`src/rtl/sld_pkg.sv`:
```
// Shared types and constants for the disk head scheduler.
package sld_pkg;
    localparam int QueueDepth = 32;
    localparam int TrackBits  = 16;
    localparam int CountBits  = $clog2(QueueDepth + 1);
    localparam int IdxBits    = $clog2(QueueDepth);
    localparam int MoveBits   = 22;
    localparam logic [MoveBits-1:0] MoveMax = {MoveBits{1'b1}};

    localparam logic [1:0] ModeScan  = 2'd0;
    localparam logic [1:0] ModeCscan = 2'd1;
    localparam logic [1:0] ModeLook  = 2'd2;
    localparam logic [1:0] ModeClook = 2'd3;

    localparam logic CfgIdxMode   = 1'b0;
    localparam logic CfgIdxTracks = 1'b1;

    localparam logic OpSetHead = 1'b0;
    localparam logic OpRequest = 1'b1;

    // Entry passed from front end to back end through the queue.
    typedef struct packed {
        logic                 op;
        logic [TrackBits-1:0] track;
        logic                 up;
        logic                 last;
    } cmd_t;
endpackage

```
`src/rtl/sld_front.sv`:
```
// Front end: accepts items and holds them in a two-entry queue.
module sld_front (
    input  logic           clk,
    input  logic           rst_n,
    input  logic           in_valid,
    output logic           in_ready,
    input  sld_pkg::cmd_t  in_cmd,
    output logic           q_valid,
    input  logic           q_ready,
    output sld_pkg::cmd_t  q_cmd
);
    sld_pkg::cmd_t ent_reg [2];
    logic [1:0] cnt_reg;
    logic       rd_reg;
    logic       wr_reg;
    logic       push;
    logic       pop;

    assign in_ready = (cnt_reg != 2'd2);
    assign push     = in_valid && in_ready;
    assign q_valid  = (cnt_reg != 2'd0);
    assign pop      = q_valid && q_ready;
    assign q_cmd    = ent_reg[rd_reg];

    // Advance pointers and fill count
    always_ff @(posedge clk or negedge rst_n)
    begin
        if (!rst_n)
        begin
            cnt_reg <= 2'd0;
            rd_reg  <= 1'b0;
            wr_reg  <= 1'b0;
        end
        else
        begin
            if (push)
                wr_reg <= ~wr_reg;
            if (pop)
                rd_reg <= ~rd_reg;
            if (push && !pop)
                cnt_reg <= cnt_reg + 2'd1;
            else if (pop && !push)
                cnt_reg <= cnt_reg - 2'd1;
        end
    end

    // Store incoming item
    always_ff @(posedge clk)
    begin
        if (push)
            ent_reg[wr_reg] <= in_cmd;
    end
endmodule

```
`src/rtl/sld_back.sv`:
```
// Back end: sorted insertion of requests and sweep of the service order.
module sld_back (
    input  logic                          clk,
    input  logic                          rst_n,
    input  logic [1:0]                    scan_mode,
    input  logic [16:0]                   disk_tracks,
    input  logic                          q_valid,
    output logic                          q_ready,
    input  sld_pkg::cmd_t                 q_cmd,
    output logic                          out_valid,
    input  logic                          out_ready,
    output logic [sld_pkg::TrackBits-1:0] out_track,
    output logic [sld_pkg::MoveBits-1:0]  out_move,
    output logic                          out_dir,
    output logic                          out_last
);
    localparam int TB = sld_pkg::TrackBits;
    localparam int PB = sld_pkg::TrackBits + 1;
    localparam int CB = sld_pkg::CountBits;
    localparam int IB = sld_pkg::IdxBits;
    localparam int MB = sld_pkg::MoveBits;
    localparam int QD = sld_pkg::QueueDepth;

    typedef enum logic [2:0] {
        S_ACCEPT, S_INSERT, S_SPLIT, S_PASS1, S_TRAVEL, S_PASS2, S_EMIT
    } state_t;

    // Sorted list kept in registers; insertion shifts in parallel.
    logic [TB-1:0] srt_reg [QD];
    logic [CB-1:0] cnt_reg;
    logic [TB-1:0] head_reg;
    logic          up_reg;
    state_t        st_reg;
    state_t        ret_reg;
    logic [TB-1:0] new_reg;
    logic          sched_reg;
    logic [CB-1:0] split_reg;
    logic [CB-1:0] idx_reg;
    logic [CB-1:0] left_reg;
    logic          pass2_reg;
    logic [1:0]    tstep_reg;
    logic [PB-1:0] pos_reg;
    logic [MB-1:0] mov_reg;
    logic          dir_reg;
    logic [TB-1:0] o_trk_reg;
    logic [MB-1:0] o_mov_reg;
    logic          o_dir_reg;
    logic          o_last_reg;
    logic          o_val_reg;

    logic [PB-1:0] end_trk;
    logic          circ;
    logic          ends;
    logic [TB-1:0] cur_trk;
    logic [PB-1:0] dst;
    logic [PB-1:0] gap;
    logic [MB:0]   sum;
    logic [MB-1:0] mov_sat;
    logic [PB-1:0] end_a;
    logic [PB-1:0] end_b;
    logic          has_p2;

    assign circ    = scan_mode[0];
    assign ends    = (scan_mode == sld_pkg::ModeScan) || (scan_mode == sld_pkg::ModeCscan);
    assign end_trk = (disk_tracks == 17'd0) ? '0 : PB'(disk_tracks - 17'd1);
    assign end_a   = up_reg ? end_trk : '0;
    assign end_b   = up_reg ? '0 : end_trk;
    assign cur_trk = srt_reg[idx_reg[IB-1:0]];
    assign has_p2  = up_reg ? (split_reg != '0) : (split_reg != cnt_reg);
    assign q_ready = (st_reg == S_ACCEPT);
    assign out_valid = o_val_reg;
    assign out_track = o_trk_reg;
    assign out_move  = o_mov_reg;
    assign out_dir   = o_dir_reg;
    assign out_last  = o_last_reg;

    // Destination of the current head move and saturating distance sum
    always_comb
    begin
        if (st_reg == S_TRAVEL)
            dst = (tstep_reg == 2'd0) ? end_a : end_b;
        else
            dst = {1'b0, cur_trk};
        gap     = (pos_reg > dst) ? (pos_reg - dst) : (dst - pos_reg);
        sum     = {1'b0, mov_reg} + (MB+1)'(gap);
        mov_sat = sum[MB] ? sld_pkg::MoveMax : sum[MB-1:0];
    end

    always_ff @(posedge clk or negedge rst_n)
    begin
        if (!rst_n)
        begin
            st_reg     <= S_ACCEPT;
            ret_reg    <= S_PASS1;
            cnt_reg    <= '0;
            head_reg   <= '0;
            up_reg     <= 1'b1;
            o_val_reg  <= 1'b0;
            sched_reg  <= 1'b0;
            new_reg    <= '0;
            split_reg  <= '0;
            idx_reg    <= '0;
            left_reg   <= '0;
            pass2_reg  <= 1'b0;
            tstep_reg  <= '0;
            pos_reg    <= '0;
            mov_reg    <= '0;
            dir_reg    <= 1'b0;
            o_trk_reg  <= '0;
            o_mov_reg  <= '0;
            o_dir_reg  <= 1'b0;
            o_last_reg <= 1'b0;
        end
        else
        begin
            if (o_val_reg && out_ready)
                o_val_reg <= 1'b0;
            case (st_reg)
                S_ACCEPT:
                begin
                    if (q_valid)
                    begin
                        if (q_cmd.op == sld_pkg::OpSetHead)
                        begin
                            head_reg <= q_cmd.track;
                            up_reg   <= q_cmd.up;
                        end
                        else
                        begin
                            new_reg   <= q_cmd.track;
                            sched_reg <= q_cmd.last;
                            st_reg    <= S_INSERT;
                        end
                    end
                end
                S_INSERT:
                begin
                    // Insert the new track into the sorted list, drop if full
                    if (cnt_reg != CB'(QD))
                    begin
                        for (int k = QD - 1; k >= 0; k--)
                        begin
                            if (CB'(k) < cnt_reg && srt_reg[k] > new_reg)
                                srt_reg[(k + 1) % QD] <= srt_reg[k];
                            if ((CB'(k) == cnt_reg || srt_reg[k] > new_reg)
                                && (k == 0 || CB'(k) > cnt_reg ||
                                    !(srt_reg[(k + QD - 1) % QD] > new_reg)))
                            begin
                                if (CB'(k) <= cnt_reg)
                                    srt_reg[k] <= new_reg;
                            end
                        end
                        cnt_reg <= cnt_reg + CB'(1);
                    end
                    split_reg <= '0;
                    st_reg    <= sched_reg ? S_SPLIT : S_ACCEPT;
                end
                S_SPLIT:
                begin
                    // Walk to the first track at or above the head
                    if (split_reg < cnt_reg &&
                        srt_reg[split_reg[IB-1:0]] < head_reg)
                        split_reg <= split_reg + CB'(1);
                    else
                    begin
                        pos_reg   <= {1'b0, head_reg};
                        mov_reg   <= '0;
                        pass2_reg <= 1'b0;
                        tstep_reg <= '0;
                        dir_reg   <= circ ? up_reg : ~up_reg;
                        if (up_reg)
                        begin
                            idx_reg  <= split_reg;
                            left_reg <= cnt_reg - split_reg;
                        end
                        else
                        begin
                            idx_reg  <= split_reg - CB'(1);
                            left_reg <= split_reg;
                        end
                        st_reg <= S_PASS1;
                    end
                end
                S_PASS1, S_PASS2:
                begin
                    if (left_reg == '0)
                    begin
                        if (!pass2_reg && has_p2)
                        begin
                            pass2_reg <= 1'b1;
                            if (up_reg)
                            begin
                                idx_reg  <= circ ? '0 : split_reg - CB'(1);
                                left_reg <= split_reg;
                            end
                            else
                            begin
                                idx_reg  <= circ ? cnt_reg - CB'(1) : split_reg;
                                left_reg <= cnt_reg - split_reg;
                            end
                            tstep_reg <= '0;
                            st_reg    <= ends ? S_TRAVEL : S_PASS2;
                        end
                        else
                        begin
                            // Batch done: head and direction carry over, the sorted list is cleared
                            if (cnt_reg != '0)
                                head_reg <= pos_reg[TB-1:0];
                            up_reg  <= dir_reg;
                            cnt_reg <= '0;
                            st_reg  <= S_ACCEPT;
                        end
                    end
                    else if (!o_val_reg)
                    begin
                        o_trk_reg <= cur_trk;
                        o_mov_reg <= mov_sat;
                        mov_reg   <= mov_sat;
                        pos_reg   <= {1'b0, cur_trk};
                        left_reg  <= left_reg - CB'(1);
                        // Ascend when sweeping up; the way back of a non-circular reversal goes the other way
                        if (up_reg ^ ((st_reg == S_PASS2) && !circ))
                            idx_reg <= idx_reg + CB'(1);
                        else
                            idx_reg <= idx_reg - CB'(1);
                        ret_reg <= st_reg;
                        st_reg  <= S_EMIT;
                    end
                end
                S_EMIT:
                begin
                    o_last_reg <= (left_reg == '0) && (pass2_reg || !has_p2);
                    o_dir_reg  <= ((left_reg == '0) && (pass2_reg || !has_p2)) ? dir_reg : 1'b0;
                    o_val_reg  <= 1'b1;
                    st_reg     <= ret_reg;
                end
                S_TRAVEL:
                begin
                    // End run, and for circular modes the jump across
                    mov_reg <= mov_sat;
                    pos_reg <= dst;
                    if (circ && tstep_reg == 2'd0)
                        tstep_reg <= 2'd1;
                    else
                        st_reg <= S_PASS2;
                end
                default:
                    st_reg <= S_ACCEPT;
            endcase
        end
    end
endmodule

```
`src/rtl/scan_look_disk_scheduler_core.sv`:
```
// Top level of the SCAN / C-SCAN / LOOK / C-LOOK disk head scheduler.
// Set-head items load head and direction; request items are inserted into
// a sorted list (queue pop, then a parallel shift insert). The request
// marked tlast schedules the batch: a split search, then for each served
// track the steps serve, present and drain the output register, plus end
// travel in SCAN and C-SCAN (and the jump across in C-SCAN) and a step to
// close the batch. Results are one item per served track, tlast on the
// last. Configuration writes are for idle periods only.
module scan_look_disk_scheduler_core (
    input  logic        clk,
    input  logic        rst_n,
    input  logic        cfg_valid,
    output logic        cfg_ready,
    input  logic        cfg_index,
    input  logic [16:0] cfg_data,
    input  logic        s_axis_tvalid,
    output logic        s_axis_tready,
    input  logic [23:0] s_axis_tdata,   // [0] operation, [16:1] track, [17] toward_larger
    input  logic        s_axis_tlast,   // batch_end
    output logic        m_axis_tvalid,
    input  logic        m_axis_tready,
    output logic [39:0] m_axis_tdata,   // [15:0] served_track, [37:16] movement_so_far,
                                        // [38] final_toward_larger
    output logic        m_axis_tlast    // last_of_batch
);
    logic [1:0]    mode_reg;
    logic [16:0]   tracks_reg;
    sld_pkg::cmd_t in_cmd;
    sld_pkg::cmd_t q_cmd;
    logic          q_valid;
    logic          q_ready;
    logic [15:0]   o_trk;
    logic [21:0]   o_mov;
    logic          o_dir;

    assign cfg_ready = 1'b1;

    // Hold configuration registers
    always_ff @(posedge clk or negedge rst_n)
    begin
        if (!rst_n)
        begin
            mode_reg   <= sld_pkg::ModeScan;
            tracks_reg <= 17'h10000;
        end
        else if (cfg_valid)
        begin
            if (cfg_index == sld_pkg::CfgIdxMode)
                mode_reg <= cfg_data[1:0];
            else
                tracks_reg <= cfg_data;
        end
    end

    assign in_cmd.op    = s_axis_tdata[0];
    assign in_cmd.track = s_axis_tdata[16:1];
    assign in_cmd.up    = s_axis_tdata[17];
    assign in_cmd.last  = s_axis_tlast;

    sld_front u_front (
        .clk      (clk),
        .rst_n    (rst_n),
        .in_valid (s_axis_tvalid),
        .in_ready (s_axis_tready),
        .in_cmd   (in_cmd),
        .q_valid  (q_valid),
        .q_ready  (q_ready),
        .q_cmd    (q_cmd)
    );

    sld_back u_back (
        .clk         (clk),
        .rst_n       (rst_n),
        .scan_mode   (mode_reg),
        .disk_tracks (tracks_reg),
        .q_valid     (q_valid),
        .q_ready     (q_ready),
        .q_cmd       (q_cmd),
        .out_valid   (m_axis_tvalid),
        .out_ready   (m_axis_tready),
        .out_track   (o_trk),
        .out_move    (o_mov),
        .out_dir     (o_dir),
        .out_last    (m_axis_tlast)
    );

    assign m_axis_tdata = {1'b0, o_dir, o_mov, o_trk};
endmodule

```
`config.mk`:
```
export PLATFORM = sky130hd
export DESIGN_NAME = scan_look_disk_scheduler_core
export DESIGN_NICKNAME = d
export VERILOG_FILES = /design/src/rtl/sld_pkg.sv /design/src/rtl/sld_front.sv /design/src/rtl/sld_back.sv /design/src/rtl/scan_look_disk_scheduler_core.sv
export SDC_FILE = /design/constraint.sdc
export NUM_CORES = 2
export LEC_CHECK = 0
export BUFFER_PORTS_ARGS = -buffer_cell sky130_fd_sc_hd__buf_2
export CORE_AREA = 10 10 316 318
export DETAILED_ROUTE_END_ITERATION = 10
export DIE_AREA = 0 0 326 328
export PLACE_DENSITY = 0.78
export RECOVER_POWER = 25
export SLEW_MARGIN = 20
export SYNTH_ARGS = -nofsm -noshare
export SYNTH_HDL_FRONTEND = slang
export SYNTH_SLANG_ARGS = --single-unit
```
`constraint.sdc`:
```
create_clock -name clk -period 7.63 [get_ports clk]
set_clock_uncertainty 0.15 [all_clocks]
set_input_delay 0.763 -clock clk [delete_from_list [all_inputs] [get_ports clk]]
set_output_delay 0.763 -clock clk [all_outputs]
set_load 0.02 [all_outputs]
```
==> results by group <==
Run status
  – Outcome: complete, but fails checks
  – Failing checks: capacitance limit, slew limit

Critical path
  – Required arrival time at the worst endpoint: roughly 8100 ps
  – Worst reg2reg path startpoint: u_back.idx_reg[0]
  – Crit path max fanout: 18
  – Arrival time reported for the critical path endpoint: 7800 ps
  – Library cell appearing most often on the critical path: sky130_fd_sc_hd__buf_4
  – Endpoint of the lowest-slack register-to-register path: u_back.mov_reg[1]
  – Path depth of the worst reg2reg path: 26
  – R2R Setup Slk: about 280 ps
  – Kind of cell with the highest combined delay on the critical path: compound AO/OA/AOI/OAI gates
  – Max stage delay on crit path: 570 ps
  – Element type at the critical path end: register
  – Cell type of the slowest stage on the worst timing path: sky130_fd_sc_hd__mux4_2
  – Type of origin of the critical path: register
  – Critical path type: register to register
  – Buffering stage count on the worst path with inverters included: 7

STA
  – Number of hold violations in the final report: 0
  – Headroom to the max-slew limit: -100%
  – Highest clock frequency the design can meet: approximately 140 MHz
  – Final period utilization: between 90 and 100%
  – Count of pins over their slew limit: between 200 and 250
  – Transition at the pin with the smallest max-transition slack: about 3000 ps
  – Post-route setup TNS: 0 ps
  – Setup repair after global routing missed its margin: no
  – Final worst path period need: ~7300 ps
  – Worst hold-check slack: between 100 and 150 ps
  – Setup-violating endpoint count in the final report: 0

Pwr
  – Cell area power density: roughly 510 nW/um2
  – Leakage power of the design: 23.6 nW
  – Final Power: about 31 mW
  – VDD IR max: about 0.35 mV

Placement
  – Half-perimeter wire length of the detailed placement result: 147000 um
  – Cell count after placement: 5943
  – Count of buffers inserted at the top-level ports: 83
  – Global placer's final weighted congestion: approximately 1.1

Yosys
  – Predominant post-synthesis flop cell: sky130_fd_sc_hd__edfxtp_1
  – Proportion of register bits with asynchronous set or reset after synthesis: between 20% and 30%
  – Count of flip-flops with a built-in enable after synthesis: 550
  – Yosys synthesis warning count: 0
  – Area of the mapped netlist: roughly 55000 um2
  – Distinct cell type count after synthesis: a little under 90
  – Number of synthesized register bits: 719
  – Number of instances in the synthesized netlist: approximately 4.6k
  – Synthesized area per cell: approximately 12 um2
  – Sequential-to-total area share from yosys stat: between 30% and 40%
  – Syn nets: around 5.3k

Clock network
  – CTS Sinks: between 700 and 800
  – Clock buffers created by TritonCTS: 81
  – Clock tree from TritonCTS: yes
  – Clk slew on worst S/H paths: 70 ps
  – Later-pin clock latency in the skew report: a little under 700 ps
  – Bufs on Longest Clock Path: 3
  – Clock tree root driver cell: sky130_fd_sc_hd__clkbuf_16
  – Number of H-tree levels: 3
  – Setup Buffers After CTS: 0

Floorplan
  – Die X-Extent: ~330 um
  – Area of the die: 107000 um2
  – Floorplan row count: around 110
  – Starting utilization of the core area: between 50% and 60%
  – IO Pins: slightly above 90
  – Die Ht: between 300 and 400 um
  – Core ar.: 93000 um2

Final layout
  – Most frequent cells in the layout: sky130_fd_sc_hd__ha_1, sky130_fd_sc_hd__edfxtp_1, sky130_fd_sc_hd__mux2_2
  – Area delta synth->final: 10.5%
  – Final-layout fill cell count: slightly above 7k
  – Final-stage net count: approximately 5.4k
  – Most frequent standard cell in the layout excluding fill and tap cells: sky130_fd_sc_hd__ha_1
  – Largest register FFs: 512
  – Post-route core utilization: about two thirds
  – Share of final-layout standard cells stronger than drive strength 1: 26.5%
  – Non-filler instance count after layout: between 6k and 7k

Routing
  – Ratio of routed vias to standard cells: approximately 7.4
  – Final wirelength: between 200000 and 250000 um
  – Iteration count of the initial detailed-routing pass: 9
  – Drt wl/cell: ~33 um
  – Number of nets with antenna violations after detailed routing: 0
  – First DRT Iteration DRCs: roughly 6.8k
  – # DRC: 0
  – Vias post-DR: between 40k and 50k

Min path
  – Hold_sp: s_axis_tdata[13]
  – Capture endpoint of the worst hold path: u_front.ent_reg[1][14]
  – Hold-critical path depth: 1
  – Class of the most critical hold timing path: input pin to register

GRT
  – Number of antenna violations at the first check in global routing: 18
  – Largest net degree at the start of global routing: about 120
  – Remaining Overflow, GRT: 0
  – Number of global-route vias before repair: 43.3k
  – Overall routing resource usage: around 37%
  – Global-route wire length before repair: between 200000 and 300000 um

Run
  – Maximum capacitance violations: 4
worst max-delay path by stage:
stage / startpoint / to / slack (ps) / cells after the start
floorplan: u_back.idx_reg[0] / u_back.out_move[10] / 390 / 27
global placement: u_back.idx_reg[0] / u_back.mov_reg[2] / 140 / 25
detailed placement: u_back.idx_reg[0] / u_back.mov_reg[11] / 30 / 26
CTS: u_back.idx_reg[0] / u_back.mov_reg[11] / 20 / 26
global route: u_back.idx_reg[0] / u_back.out_move[19] / 10 / 29
finish: u_back.idx_reg[0] / u_back.mov_reg[1] / 280 / 26
Yosys cell counts (9+ instances only):
library cell / instances / area [um2]
sky130_fd_sc_hd__a211o_1: 12 / 105
sky130_fd_sc_hd__o2111ai_1: 9 / 78.8
sky130_fd_sc_hd__a211oi_1: 19 / 143
sky130_fd_sc_hd__a21oi_1: 252 / 1260
sky130_fd_sc_hd__buf_2: 44 / 220
sky130_fd_sc_hd__edfxtp_1: 550 / 16500
sky130_fd_sc_hd__or3_1: 14 / 87.6
sky130_fd_sc_hd__a311oi_1: 13 / 114
sky130_fd_sc_hd__mux4_2: 318 / 7160
sky130_fd_sc_hd__nand2b_1: 23 / 144
sky130_fd_sc_hd__nor3_1: 70 / 350
sky130_fd_sc_hd__xor2_1: 25 / 219
sky130_fd_sc_hd__or2_2: 10 / 62.6
sky130_fd_sc_hd__o21bai_1: 14 / 105
sky130_fd_sc_hd__nand2_1: 306 / 1150
sky130_fd_sc_hd__o211ai_1: 24 / 180
sky130_fd_sc_hd__and2_1: 9 / 56.3
sky130_fd_sc_hd__xnor2_1: 47 / 412
sky130_fd_sc_hd__o21a_1: 57 / 428
sky130_fd_sc_hd__and4_1: 18 / 158
sky130_fd_sc_hd__dfrtp_1: 165 / 4130
sky130_fd_sc_hd__ha_1: 597 / 7470
sky130_fd_sc_hd__buf_1: 41 / 154
sky130_fd_sc_hd__a21o_1: 150 / 1130
sky130_fd_sc_hd__clkbuf_1: 176 / 661
sky130_fd_sc_hd__mux2i_1: 58 / 581
sky130_fd_sc_hd__nand3_1: 52 / 260
sky130_fd_sc_hd__nor4_1: 25 / 156
sky130_fd_sc_hd__and3_1: 20 / 125
sky130_fd_sc_hd__mux2_2: 469 / 5280
sky130_fd_sc_hd__a31oi_1: 26 / 163
sky130_fd_sc_hd__nor2_1: 262 / 983
sky130_fd_sc_hd__o31ai_1: 13 / 97.6
sky130_fd_sc_hd__inv_1: 150 / 563
sky130_fd_sc_hd__o21ai_0: 259 / 1300
sky130_fd_sc_hd__o221ai_1: 13 / 114
sky130_fd_sc_hd__nor2b_1: 45 / 282
sky130_fd_sc_hd__o22ai_1: 17 / 106
sky130_fd_sc_hd__a2111oi_0: 14 / 123
sky130_fd_sc_hd__nand4_1: 104 / 651
cells by family after synthesis:
logic type	synth area share, %
buffers and inverters	3.08
AO/OA/AOI/OAI	11.3
multiplexers	23.9
XOR/XNOR	1.16
adder cells (fa/ha/maj)	13.9
flip-flops	38.0
other	0.0138
AND/OR/NAND/NOR	8.71
worst register-to-register path: stages (launching register included):
cell,delay [ps]
sky130_fd_sc_hd__dfrtp_4,520
sky130_fd_sc_hd__buf_12,230
sky130_fd_sc_hd__buf_4,250
sky130_fd_sc_hd__buf_6,190
sky130_fd_sc_hd__mux4_2,570
sky130_fd_sc_hd__mux4_2,570
sky130_fd_sc_hd__mux2i_2,260
sky130_fd_sc_hd__o22ai_1,150
sky130_fd_sc_hd__ha_1,360
sky130_fd_sc_hd__a21oi_1,240
sky130_fd_sc_hd__a311oi_2,150
sky130_fd_sc_hd__a22o_1,250
sky130_fd_sc_hd__o31a_1,270
sky130_fd_sc_hd__o311a_1,350
sky130_fd_sc_hd__buf_4,190
sky130_fd_sc_hd__mux2i_1,210
sky130_fd_sc_hd__inv_1,90
sky130_fd_sc_hd__fa_1,410
sky130_fd_sc_hd__nor2b_1,170
sky130_fd_sc_hd__o31a_1,190
sky130_fd_sc_hd__o21ai_0,180
sky130_fd_sc_hd__a31o_2,270
sky130_fd_sc_hd__buf_4,150
sky130_fd_sc_hd__or3b_2,490
sky130_fd_sc_hd__buf_4,170
sky130_fd_sc_hd__a21o_1,170
sky130_fd_sc_hd__o21ai_0,70
per-stage QoR:
| stage | worst slack [ps] | cell area (um2) |
|---|---|---|
| 2_1_floorplan | 390 | 54600 |
| 3_3_place_gp | 137 | 57700 |
| 3_5_place_dp | 34.3 | 57700 |
| 4_1_cts | 22.7 | 60300 |
| 5_1_grt | 13.2 | 60300 |
| 6_report | 283 | 60300 |
metal layers:
metal  routed length [um]  GRT usage, %  vias to the layer above  part of all wire [%]
li1                     -             -                    18408                     -
met1                68700          45.3                    21903                    34
met2                84600          53.0                     3810                    41
met3                33700          15.6                      969                    16
met4                17300          26.4                       12                   8.5
met5                   72             0                        -                 0.035
area by class of cell:
class                   instances  area, um2  share of cell area [%]
repair buffers                342       2460                    4.09
clock inverters                48        432                   0.716
flip-flops and latches        719      20800                    34.4
diodes                         12       30.0                  0.0498
clock buffers                  97       2160                    3.58
well taps                    1254       1570                    2.60
multi-input cells            3476      32300                    53.6
inverters                     153        574                   0.953
report_power, final:
part | switching, mW | total [mW] | internal (mW)
Clock | 1.74 | 3.97 | 2.22
Sequential | 0.613 | 5.77 | 5.16
Combinational | 12.3 | 21.0 | 8.76
timing repair:
action                     CTS  global route
hold buffers                 1             0
hold endpoints to repair    46             0
resized for setup            0            10
setup endpoints to repair    0            40
No activity file was read; power rests on OpenSTA's default activity.
